File: src/rtl/smpg_pkg.sv
// Shared widths, codes and request structs for the sprite motion pattern generator.
`default_nettype none
package smpg_pkg;

    localparam int MODE_BITS    = 3;
    localparam int AMP_BITS     = 16;
    localparam int HP_BITS      = 16;
    localparam int ELAPSED_BITS = 32;
    localparam int DUR_BITS     = 32;
    localparam int PHASE_BITS   = HP_BITS + 1;
    localparam int PROD_BITS    = AMP_BITS + PHASE_BITS;
    localparam int DELTA_BITS   = AMP_BITS + 2;
    localparam int CFG_IDX_BITS = 2;
    localparam int CFG_DATA_BITS = 32;

    localparam logic [MODE_BITS-1:0] MODE_LINEAR = 3'd0;
    localparam logic [MODE_BITS-1:0] MODE_SINE   = 3'd1;
    localparam logic [MODE_BITS-1:0] MODE_CIRCLE = 3'd2;
    localparam logic [MODE_BITS-1:0] MODE_ZIGZAG = 3'd3;
    localparam logic [MODE_BITS-1:0] MODE_BOUNCE = 3'd4;

    localparam logic [CFG_IDX_BITS-1:0] CFG_MODE     = 2'd0;
    localparam logic [CFG_IDX_BITS-1:0] CFG_AMP      = 2'd1;
    localparam logic [CFG_IDX_BITS-1:0] CFG_HALF     = 2'd2;
    localparam logic [CFG_IDX_BITS-1:0] CFG_DURATION = 2'd3;

    typedef struct packed {
        logic                    start;
        logic [ELAPSED_BITS-1:0] dividend;
        logic [PHASE_BITS-1:0]   dvsr;
    } t_mod_req;

    typedef struct packed {
        logic                  start;
        logic [AMP_BITS-1:0]   amag;
        logic [PHASE_BITS-1:0] mult;
        logic [PHASE_BITS-1:0] dvsr;
    } t_md_req;

endpackage
`default_nettype wire

File: src/rtl/smpg_mod_unit.sv
// Bit-serial restoring remainder of the elapsed tick count by the full period.
`default_nettype none
module smpg_mod_unit (
    input  wire logic                                i_clk,
    input  wire logic                                i_rst_n,
    input  wire smpg_pkg::t_mod_req                  i_req,
    output logic                                     o_done,
    output logic [smpg_pkg::PHASE_BITS-1:0]          o_rem
);

    localparam int CNT_BITS = $clog2(smpg_pkg::ELAPSED_BITS);
    localparam logic [CNT_BITS-1:0] CNT_LAST = CNT_BITS'(smpg_pkg::ELAPSED_BITS - 1);

    logic                                  r_busy;
    logic                                  r_done;
    logic [CNT_BITS-1:0]                   r_cnt;
    logic [smpg_pkg::ELAPSED_BITS-1:0]     r_dvd;
    logic [smpg_pkg::PHASE_BITS-1:0]       r_dvsr;
    logic [smpg_pkg::PHASE_BITS-1:0]       r_rem;
    logic [smpg_pkg::PHASE_BITS:0]         w_trial;
    logic                                  w_ge;
    logic [smpg_pkg::PHASE_BITS-1:0]       n_rem;

    always_comb begin
        w_trial = {r_rem, r_dvd[smpg_pkg::ELAPSED_BITS-1]};
        w_ge    = (w_trial >= {1'b0, r_dvsr});
        n_rem   = w_ge ? smpg_pkg::PHASE_BITS'(w_trial - {1'b0, r_dvsr})
                       : w_trial[smpg_pkg::PHASE_BITS-1:0];
    end

    always_ff @(posedge i_clk) begin
        if (!i_rst_n) begin
            r_busy <= 1'b0;
            r_done <= 1'b0;
            r_cnt  <= '0;
        end else begin
            r_done <= 1'b0;
            if (i_req.start) begin
                r_busy <= 1'b1;
                r_cnt  <= '0;
            end else if (r_busy) begin
                r_cnt <= r_cnt + 1'b1;
                if (r_cnt == CNT_LAST) begin
                    r_busy <= 1'b0;
                    r_done <= 1'b1;
                end
            end
        end
    end

    always_ff @(posedge i_clk) begin
        if (i_req.start) begin
            r_dvd  <= i_req.dividend;
            r_dvsr <= i_req.dvsr;
            r_rem  <= '0;
        end else if (r_busy) begin
            r_dvd <= {r_dvd[smpg_pkg::ELAPSED_BITS-2:0], 1'b0};
            r_rem <= n_rem;
        end
    end

    assign o_done = r_done;
    assign o_rem  = r_rem;

endmodule
`default_nettype wire

File: src/rtl/smpg_muldiv.sv
// Bit-serial shift-add multiply followed by restoring divide of the phase offset.
`default_nettype none
module smpg_muldiv (
    input  wire logic                             i_clk,
    input  wire logic                             i_rst_n,
    input  wire smpg_pkg::t_md_req                i_req,
    output logic                                  o_done,
    output logic [smpg_pkg::AMP_BITS-1:0]         o_quot
);

    localparam int AB = smpg_pkg::AMP_BITS;
    localparam int PB = smpg_pkg::PHASE_BITS;
    localparam int CNT_BITS = $clog2(AB);
    localparam logic [CNT_BITS-1:0] CNT_LAST = CNT_BITS'(AB - 1);

    logic                                  r_busy;
    logic                                  r_div;
    logic                                  r_done;
    logic [CNT_BITS-1:0]                   r_cnt;
    logic [smpg_pkg::PROD_BITS-1:0]        r_acc;
    logic [AB-1:0]                         r_mb;
    logic [PB-1:0]                         r_mult;
    logic [PB-1:0]                         r_dvsr;
    logic [PB-1:0]                         r_rem;
    logic [AB-1:0]                         r_q;
    logic [smpg_pkg::PROD_BITS-1:0]        n_acc;
    logic [PB:0]                           w_trial;
    logic                                  w_ge;
    logic [PB-1:0]                         n_rem;

    always_comb begin
        n_acc   = {r_acc[smpg_pkg::PROD_BITS-2:0], 1'b0}
                + (r_mb[AB-1] ? smpg_pkg::PROD_BITS'(r_mult) : '0);
        w_trial = {r_rem, r_q[AB-1]};
        w_ge    = (w_trial >= {1'b0, r_dvsr});
        n_rem   = w_ge ? PB'(w_trial - {1'b0, r_dvsr}) : w_trial[PB-1:0];
    end

    always_ff @(posedge i_clk) begin
        if (!i_rst_n) begin
            r_busy <= 1'b0;
            r_div  <= 1'b0;
            r_done <= 1'b0;
            r_cnt  <= '0;
        end else begin
            r_done <= 1'b0;
            if (i_req.start) begin
                r_busy <= 1'b1;
                r_div  <= 1'b0;
                r_cnt  <= '0;
            end else if (r_busy) begin
                r_cnt <= r_cnt + 1'b1;
                if (r_cnt == CNT_LAST) begin
                    r_div <= ~r_div;
                    if (r_div) begin
                        r_busy <= 1'b0;
                        r_done <= 1'b1;
                    end
                end
            end
        end
    end

    always_ff @(posedge i_clk) begin
        if (i_req.start) begin
            r_acc  <= '0;
            r_mb   <= i_req.amag;
            r_mult <= i_req.mult;
            r_dvsr <= i_req.dvsr;
        end else if (r_busy && !r_div) begin
            r_acc <= n_acc;
            r_mb  <= {r_mb[AB-2:0], 1'b0};
            if (r_cnt == CNT_LAST) begin
                r_rem <= n_acc[smpg_pkg::PROD_BITS-1:AB];
                r_q   <= n_acc[AB-1:0];
            end
        end else if (r_busy) begin
            r_rem <= n_rem;
            r_q   <= {r_q[AB-2:0], w_ge};
        end
    end

    assign o_done = r_done;
    assign o_quot = r_q;

endmodule
`default_nettype wire

File: src/rtl/sprite_motion_pattern_generator.sv
// Top level of the sprite motion pattern generator: control, config and result register.
//
// Input channel i_valid / o_stall carries one beat per tick: i_kind, i_pos_x, i_pos_y.
// A motion beat (kind 0) moves the position by the configured pattern and advances
// the elapsed tick count; a clear beat (kind 1) zeroes the count and returns the
// position unchanged with finished low.
// Output channel o_valid / i_stall returns exactly one beat per input beat.
// A motion beat runs the bit-serial remainder of elapsed by the period, then the serial
// multiply and divide of the offset, then waits for the output register; a clear beat goes
// straight to the output register. Control steps through the idle, remainder,
// multiply-divide and output states.
// One beat is worked on at a time; o_stall is high from acceptance until its result
// has been moved into the output register.
// The output register holds a result while i_stall is high; work on the next beat
// runs on, and only its hand-off to the output register waits.
// Configuration is written through i_cfg_we / i_cfg_idx / i_cfg_data; the user must do so
// only while idle, which the block itself does not enforce. Synchronous reset clears the
// elapsed count, the configuration to its defaults and both channels.
`default_nettype none
module sprite_motion_pattern_generator #(
    parameter int COORD_BITS = 16
) (
    input  wire logic                                  i_clk,
    input  wire logic                                  i_rst_n,
    input  wire logic                                  i_valid,
    output logic                                       o_stall,
    input  wire logic                                  i_kind,
    input  wire logic [COORD_BITS-1:0]                 i_pos_x,
    input  wire logic [COORD_BITS-1:0]                 i_pos_y,
    output logic                                       o_valid,
    input  wire logic                                  i_stall,
    output logic [COORD_BITS-1:0]                      o_new_x,
    output logic [COORD_BITS-1:0]                      o_new_y,
    output logic                                       o_finished,
    input  wire logic                                  i_cfg_we,
    input  wire logic [smpg_pkg::CFG_IDX_BITS-1:0]     i_cfg_idx,
    input  wire logic [smpg_pkg::CFG_DATA_BITS-1:0]    i_cfg_data
);

    localparam int AB = smpg_pkg::AMP_BITS;
    localparam int HB = smpg_pkg::HP_BITS;
    localparam int PB = smpg_pkg::PHASE_BITS;
    localparam int DB = smpg_pkg::DELTA_BITS;
    localparam int EB = smpg_pkg::ELAPSED_BITS;
    localparam int SUM_BITS = ((COORD_BITS > DB) ? COORD_BITS : DB) + 1;
    localparam logic [SUM_BITS-1:0] C_MAX =
        (SUM_BITS'(1) << (COORD_BITS - 1)) - SUM_BITS'(1);
    localparam logic [SUM_BITS-1:0] C_MIN = ~C_MAX;

    localparam logic [1:0] S_IDLE = 2'd0;
    localparam logic [1:0] S_MOD  = 2'd1;
    localparam logic [1:0] S_MD   = 2'd2;
    localparam logic [1:0] S_OUT  = 2'd3;

    logic [1:0]                       r_state;
    logic [smpg_pkg::MODE_BITS-1:0]   r_mode;
    logic [AB-1:0]                    r_amp;
    logic [HB-1:0]                    r_half;
    logic [smpg_pkg::DUR_BITS-1:0]    r_dur;
    logic [EB-1:0]                    r_elapsed;
    logic [COORD_BITS-1:0]            r_x;
    logic [COORD_BITS-1:0]            r_y;
    logic                             r_first_half;
    logic                             r_lt_quarter;
    logic [DB-1:0]                    r_dx;
    logic [DB-1:0]                    r_dy;
    logic                             r_fin_next;
    logic                             r_out_valid;
    logic [COORD_BITS-1:0]            r_new_x;
    logic [COORD_BITS-1:0]            r_new_y;
    logic                             r_fin;

    logic                             w_accept;
    logic [HB-1:0]                    w_hp;
    logic [PB-1:0]                    w_hp_ext;
    logic [PB-1:0]                    w_mod_rem_q;
    logic [PB-1:0]                    w_phase;
    logic                             w_first_half;
    smpg_pkg::t_mod_req               w_mod_req;
    smpg_pkg::t_md_req                w_md_req;
    logic                             w_mod_done;
    logic                             w_md_done;
    logic [AB-1:0]                    w_quot;
    logic [DB-1:0]                    w_amp_x;
    logic [DB-1:0]                    w_neg_amp;
    logic [DB-1:0]                    w_q_pos;
    logic [DB-1:0]                    w_q_sgn;
    logic [AB:0]                      w_half_sum;
    logic [DB-1:0]                    w_half_amp;
    logic [DB-1:0]                    n_dx;
    logic [DB-1:0]                    n_dy;
    logic [EB-1:0]                    n_elapsed;
    logic                             w_load_out;
    logic [SUM_BITS-1:0]              w_sum_x;
    logic [SUM_BITS-1:0]              w_sum_y;

    function automatic logic [COORD_BITS-1:0] f_sat(input logic [SUM_BITS-1:0] v);
        logic [COORD_BITS-1:0] res;
        if ($signed(v) > $signed(C_MAX)) begin
            res = C_MAX[COORD_BITS-1:0];
        end else if ($signed(v) < $signed(C_MIN)) begin
            res = C_MIN[COORD_BITS-1:0];
        end else begin
            res = v[COORD_BITS-1:0];
        end
        return res;
    endfunction

    assign w_accept = i_valid && !o_stall;
    assign w_hp     = (r_half == '0) ? HB'(1) : r_half;
    assign w_hp_ext = {1'b0, w_hp};
    assign w_phase  = w_mod_rem_q;

    always_comb begin
        w_mod_req.start    = w_accept && !i_kind;
        w_mod_req.dividend = r_elapsed;
        w_mod_req.dvsr     = {w_hp, 1'b0};

        w_first_half    = (w_phase < w_hp_ext);
        w_md_req.start  = (r_state == S_MOD) && w_mod_done;
        w_md_req.amag   = r_amp[AB-1] ? AB'(~r_amp + 1'b1) : r_amp;
        w_md_req.mult   = '0;
        w_md_req.dvsr   = w_hp_ext;
        unique case (r_mode) inside
            smpg_pkg::MODE_SINE, smpg_pkg::MODE_BOUNCE: begin
                w_md_req.mult = w_first_half ? w_phase : PB'(w_phase - w_hp_ext);
            end
            smpg_pkg::MODE_CIRCLE: begin
                w_md_req.mult = w_phase;
                w_md_req.dvsr = {w_hp, 1'b0};
            end
            default: begin
                w_md_req.mult = '0;
            end
        endcase
    end

    smpg_mod_unit u_mod (
        .i_clk   (i_clk),
        .i_rst_n (i_rst_n),
        .i_req   (w_mod_req),
        .o_done  (w_mod_done),
        .o_rem   (w_mod_rem_q)
    );

    smpg_muldiv u_md (
        .i_clk   (i_clk),
        .i_rst_n (i_rst_n),
        .i_req   (w_md_req),
        .o_done  (w_md_done),
        .o_quot  (w_quot)
    );

    always_comb begin
        w_amp_x    = {{(DB-AB){r_amp[AB-1]}}, r_amp};
        w_neg_amp  = DB'(0) - w_amp_x;
        w_q_pos    = {{(DB-AB){1'b0}}, w_quot};
        w_q_sgn    = r_amp[AB-1] ? DB'(DB'(0) - w_q_pos) : w_q_pos;
        w_half_sum = {r_amp[AB-1], r_amp} + (AB+1)'(r_amp[AB-1]);
        w_half_amp = {{(DB-AB){w_half_sum[AB]}}, w_half_sum[AB:1]};
        n_dx = '0;
        n_dy = '0;
        unique case (r_mode) inside
            smpg_pkg::MODE_LINEAR: begin
                n_dx = w_amp_x;
            end
            smpg_pkg::MODE_SINE, smpg_pkg::MODE_BOUNCE: begin
                n_dy = r_first_half ? DB'(DB'(0) - w_q_sgn) : w_q_sgn;
            end
            smpg_pkg::MODE_CIRCLE: begin
                n_dx = w_q_sgn;
                n_dy = w_half_amp;
            end
            smpg_pkg::MODE_ZIGZAG: begin
                n_dx = DB'(1);
                n_dy = r_lt_quarter ? w_neg_amp : w_amp_x;
            end
            default: begin
                n_dx = '0;
            end
        endcase
        n_elapsed = (r_elapsed == '1) ? r_elapsed : r_elapsed + 1'b1;
    end

    assign w_load_out = (r_state == S_OUT) && (!r_out_valid || !i_stall);
    assign w_sum_x = {{(SUM_BITS-COORD_BITS){r_x[COORD_BITS-1]}}, r_x}
                   + {{(SUM_BITS-DB){r_dx[DB-1]}}, r_dx};
    assign w_sum_y = {{(SUM_BITS-COORD_BITS){r_y[COORD_BITS-1]}}, r_y}
                   + {{(SUM_BITS-DB){r_dy[DB-1]}}, r_dy};

    always_ff @(posedge i_clk) begin
        if (!i_rst_n) begin
            r_state     <= S_IDLE;
            r_mode      <= smpg_pkg::MODE_LINEAR;
            r_amp       <= '0;
            r_half      <= HB'(1);
            r_dur       <= '0;
            r_elapsed   <= '0;
            r_out_valid <= 1'b0;
        end else begin
            if (i_cfg_we) begin
                unique case (i_cfg_idx)
                    smpg_pkg::CFG_MODE:     r_mode <= i_cfg_data[smpg_pkg::MODE_BITS-1:0];
                    smpg_pkg::CFG_AMP:      r_amp  <= i_cfg_data[AB-1:0];
                    smpg_pkg::CFG_HALF:     r_half <= i_cfg_data[HB-1:0];
                    smpg_pkg::CFG_DURATION: r_dur  <= i_cfg_data[smpg_pkg::DUR_BITS-1:0];
                endcase
            end
            if (w_load_out) begin
                r_out_valid <= 1'b1;
            end else if (o_valid && !i_stall) begin
                r_out_valid <= 1'b0;
            end
            unique case (r_state)
                S_IDLE: begin
                    if (w_accept) begin
                        if (i_kind) begin
                            r_elapsed <= '0;
                            r_state   <= S_OUT;
                        end else begin
                            r_state <= S_MOD;
                        end
                    end
                end
                S_MOD: begin
                    if (w_mod_done) begin
                        r_state <= S_MD;
                    end
                end
                S_MD: begin
                    if (w_md_done) begin
                        r_elapsed <= n_elapsed;
                        r_state   <= S_OUT;
                    end
                end
                S_OUT: begin
                    if (w_load_out) begin
                        r_state <= S_IDLE;
                    end
                end
                default: begin
                    r_state <= S_IDLE;
                end
            endcase
        end
    end

    always_ff @(posedge i_clk) begin
        if (w_accept) begin
            r_x        <= i_pos_x;
            r_y        <= i_pos_y;
            r_dx       <= '0;
            r_dy       <= '0;
            r_fin_next <= 1'b0;
        end
        if ((r_state == S_MOD) && w_mod_done) begin
            r_first_half <= w_first_half;
            r_lt_quarter <= (w_phase < PB'(w_hp >> 1));
        end
        if ((r_state == S_MD) && w_md_done) begin
            r_dx       <= n_dx;
            r_dy       <= n_dy;
            r_fin_next <= (r_dur != '0) && (n_elapsed >= r_dur);
        end
        if (w_load_out) begin
            r_new_x <= f_sat(w_sum_x);
            r_new_y <= f_sat(w_sum_y);
            r_fin   <= r_fin_next;
        end
    end

    assign o_stall    = (r_state != S_IDLE);
    assign o_valid    = r_out_valid;
    assign o_new_x    = r_new_x;
    assign o_new_y    = r_new_y;
    assign o_finished = r_fin;

    a_busy_after_accept: assert property (@(posedge i_clk) disable iff (!i_rst_n)
        w_accept |=> o_stall)
        else $error("input accepted but block not busy next cycle");

    a_clear_zeroes_elapsed: assert property (@(posedge i_clk) disable iff (!i_rst_n)
        (w_accept && i_kind) |=> (r_elapsed == '0))
        else $error("clear beat did not zero elapsed count");

    a_elapsed_steps: assert property (@(posedge i_clk) disable iff (!i_rst_n)
        ($past(i_rst_n) && (r_elapsed != $past(r_elapsed)))
            |-> ((r_elapsed == '0) || (r_elapsed == $past(r_elapsed) + 1'b1)))
        else $error("elapsed count moved other than by clear or increment");

    a_md_done_in_state: assert property (@(posedge i_clk) disable iff (!i_rst_n)
        w_md_done |-> (r_state == S_MD))
        else $error("divide finished outside its wait state");

    a_mod_done_in_state: assert property (@(posedge i_clk) disable iff (!i_rst_n)
        w_mod_done |-> (r_state == S_MOD))
        else $error("remainder finished outside its wait state");

endmodule
`default_nettype wire
File: config.mk
export PLATFORM = sky130hd
export DESIGN_NAME = sprite_motion_pattern_generator
export DESIGN_NICKNAME = d
export VERILOG_FILES = /design/src/rtl/smpg_pkg.sv /design/src/rtl/smpg_mod_unit.sv /design/src/rtl/smpg_muldiv.sv /design/src/rtl/sprite_motion_pattern_generator.sv
export SDC_FILE = /design/constraint.sdc
export NUM_CORES = 1
export LEC_CHECK = 0
export ABC_AREA = 0
export BUFFER_PORTS_ARGS = -buffer_cell sky130_fd_sc_hd__buf_2
export CAP_MARGIN = 5
export CORE_UTILIZATION = 60
export DETAILED_ROUTE_END_ITERATION = 12
export GPL_ROUTABILITY_DRIVEN = 0
export PLACE_DENSITY = 0.78
export SLEW_MARGIN = 20
export SYNTH_ARGS = -nofsm -noshare
export SYNTH_HDL_FRONTEND = slang
export SYNTH_SLANG_ARGS = --single-unit
File: constraint.sdc
create_clock -name i_clk -period 4.1 [get_ports i_clk]
set_input_delay 0.82 -clock i_clk [delete_from_list [all_inputs] [get_ports i_clk]]
set_output_delay 0.82 -clock i_clk [all_outputs]
set_load 0.005 [all_outputs]
==> results.toml <==
[status]
outcome = "finished clean"

[sta]
rsz0062_at_grt = "false"
tightest_slew_ps = 1010
skew_ps = 24.6
finalHoldViolCount = 0
max_freq_mhz = 268
fin_crit_ps = 3730
postLayoutSetupSlackWorst_ps = 370
fin_setup_tns_ps = 0
fin_crit_sh_pct = 91.0
finalSetupViolCount = 0
slew_viol_final = 0
relSlewSlack_pct = 32.7

[clocking]
cts_sinks = 399
clock_latency_ps = 590
clock_path_buffers = 3
clk_pin_slew_worst_paths_ps = 60
holdBufCountCts = 0
post_cts_buffers = 0
post_cts_resize_count = 0
cts_tree = "done"
numCtsBuffers = 43
root_buffer = "clkbuf_16"
htree_num_levels = 2

[grt]
grt_usage_pct = 30.3
grt_pass1_wl_um = 100000
grt_pass1_vias = 19700
grt_max_degree = 53
antenna_found_initial = 0
globalRouteOverflowTotal = 0

[route]
ant_nets = 0
drc = 0
drtIter0Drc = 1957
viasPerCell = 6.21
vias = 20800
wl_per_cell_um = 18.6
wl_um = 62500
first_pass_iters = 6

[final_layout]
insertedDiodeCount = 0
layout-drive-gt1-share_pct = 8.92
nFillCells = 3112
area_growth_syn_to_layout_pct = 10.1
finalNetCount = 3029

[yosys]
synth-edff-count = 234
synth_area_um2 = 24200
ys_warn_count = 0
syn_avg_cell_area_um2 = 8.83
ys_ff_latch = 399
async_flop_share_pct = 0
syn-num-nets = 2977
ys_types = 83
syn_inst = 2739
yosysSeqAreaShare_pct = 42.7
synth_flop_cell = "edfxtp_1"

[worst_setup_path]
critical_path_required_ps = 4380
worstPathArrival_ps = 4010
worstSetupPathType = "reg -> reg"
worst-path-max-fanout = 13
critPathLaunchType = "register"
crit_path_end_kind = "register"

[power]
vdd_drop_max_mv = 0.386
p_per_area_nw_per_um2 = 552
p_leak_nw = 10.3

[run]
cap_violations = 0

[floorplanning]
die_h_um = 203
die_x_um = 203
start_util_pct = 60.8
coreArea_um2 = 39700
pin_count = 107
rows = 73
dieArea_um2 = 41100

[hold_path]
hp-class = "in -> reg"

[placed_design]
dp_hpwl_um = 45900
port_buffers = 106
place_ws_ps = 348
-- power by group --
part / internal [mW] / total, mW / switching, mW
logic: 2.12 / 5.34 / 3.22
clock network: 2.18 / 3.87 / 1.68
registers: 5.06 / 5.49 / 0.429
-- stage by stage --
| step | utilization [%] | power [mW] | std cells | area [µm²] | hold WS (ps) |
|---|---|---|---|---|---|
| finish | 67.0 | 14.7 | 3351 | 26600 | 409 |
| CTS | 66.9 | 14.6 | 3350 | 26600 | 383 |
| floorplan | - | 9.36 | 2739 | 24200 | 400 |
| global route | 67.0 | 15.6 | 3351 | 26600 | 392 |
| global placement | 63.3 | 10.5 | 3269 | 25200 | 451 |
| detailed placement | 63.4 | 10.7 | 3270 | 25200 | 456 |
-- worst paths after layout --
check / start / endpoint / cells after the start / slack, ps
setup / recovery: r_y[0] / o_new_y[2] / 10 / 370
hold / removal: i_pos_y[3] / r_y[3] / 1 / 410
setup reg to reg: r_y[0] / o_new_y[2] / 10 / 370
hold reg to reg: u_md.r_acc[5] / u_md.r_acc[5] / 2 / 470
-- registers in the layout, indices dropped and copies added, names as in the netlist, 17 cells and up --
signal,flops
u_md.r_acc,32
r_elapsed,32
r_dy,18
u_md.r_mult,17
r_dx,17
u_mod.o_rem,17
u_mod.r_dvd,32
r_dur,32
u_md.r_dvsr,17
u_md.r_rem,17
-- cells by family (layout without fill, tap and decap cells) --
group / count (synthesis) / after routing / share of synthesized area, %
buffers and inverters: 285 / 372 / 4.46
multiplexers: 21 / 21 / 0.880
AND/OR/NAND/NOR: 1013 / 1013 / 19.2
flip-flops: 399 / 399 / 42.7
XOR/XNOR: 181 / 181 / 6.59
adder cells (fa/ha/maj): 166 / 166 / 8.78
AO/OA/AOI/OAI: 674 / 674 / 17.4
-- area by class of cell --
class	count	area, µm²	area share (%)
well taps	525	657	2.47
repair buffers	149	893	3.36
clock inverters	19	191	0.719
multi-input cells	2055	12800	48.2
flip-flops and latches	399	10300	38.8
inverters	143	537	2.02
clock buffers	61	1190	4.48
-- cell usage in the layout (no fill, tap or decap), types with 19 or more instances in the layout --
cell type and instances:
a21o_1 49, a21oi_1 219, a31oi_1 22, and2_1 27
buf_2 106, buf_4 41, clkbuf_16 43, dfxtp_1 165
edfxtp_1 234, ha_1 160, inv_1 141, mux2i_1 19
nand2_1 458, nand2b_1 24, nand3_1 75, nand4_1 27
nor2_1 185, nor2b_1 26, nor3_1 75, nor4_1 23
o21a_1 20, o21ai_0 174, or3_1 21, xnor2_1 109
xor2_1 71
-- routing by layer --
layer	wire [µm]	up-vias	track usage (%)
met1	26000	9975	39.6
met5	0	-	0
li1	-	9871	-
met3	4890	136	5.44
met4	1760	0	9.64
met2	29800	835	50.9
-- Yosys cell counts (all sizes together) (15+ instances only) --
cell type	instances	area [µm²]
a211oi	17	128
a21o	49	368
a21oi	220	1100
a22oi	18	135
a31oi	23	144
and2	27	169
and3	17	106
buf	15	62.6
clkbuf	127	478
dfxtp	165	3300
edfxtp	234	7030
ha	160	2000
inv	142	533
mux2i	19	190
nand2	458	1720
nand2b	24	150
nand3	75	375
nand4	27	169
nor2	186	698
nor2b	27	169
nor3	75	375
nor4	26	181
o21a	20	150
o21ai	179	900
o31ai	17	146
or3	21	131
xnor2	109	955
xor2	72	638
-- critical path, cell delays in order (launching register included) --
cell	delay (ps)
edfxtp_1	370
ha_1	230
fa_1	430
a211oi_1	340
o21ai_0	230
a31oi_1	320
o21ai_1	120
o41ai_1	320
xnor2_1	210
o21ai_1	640
o21ai_0	220
Power figures use the tool's default switching activity.
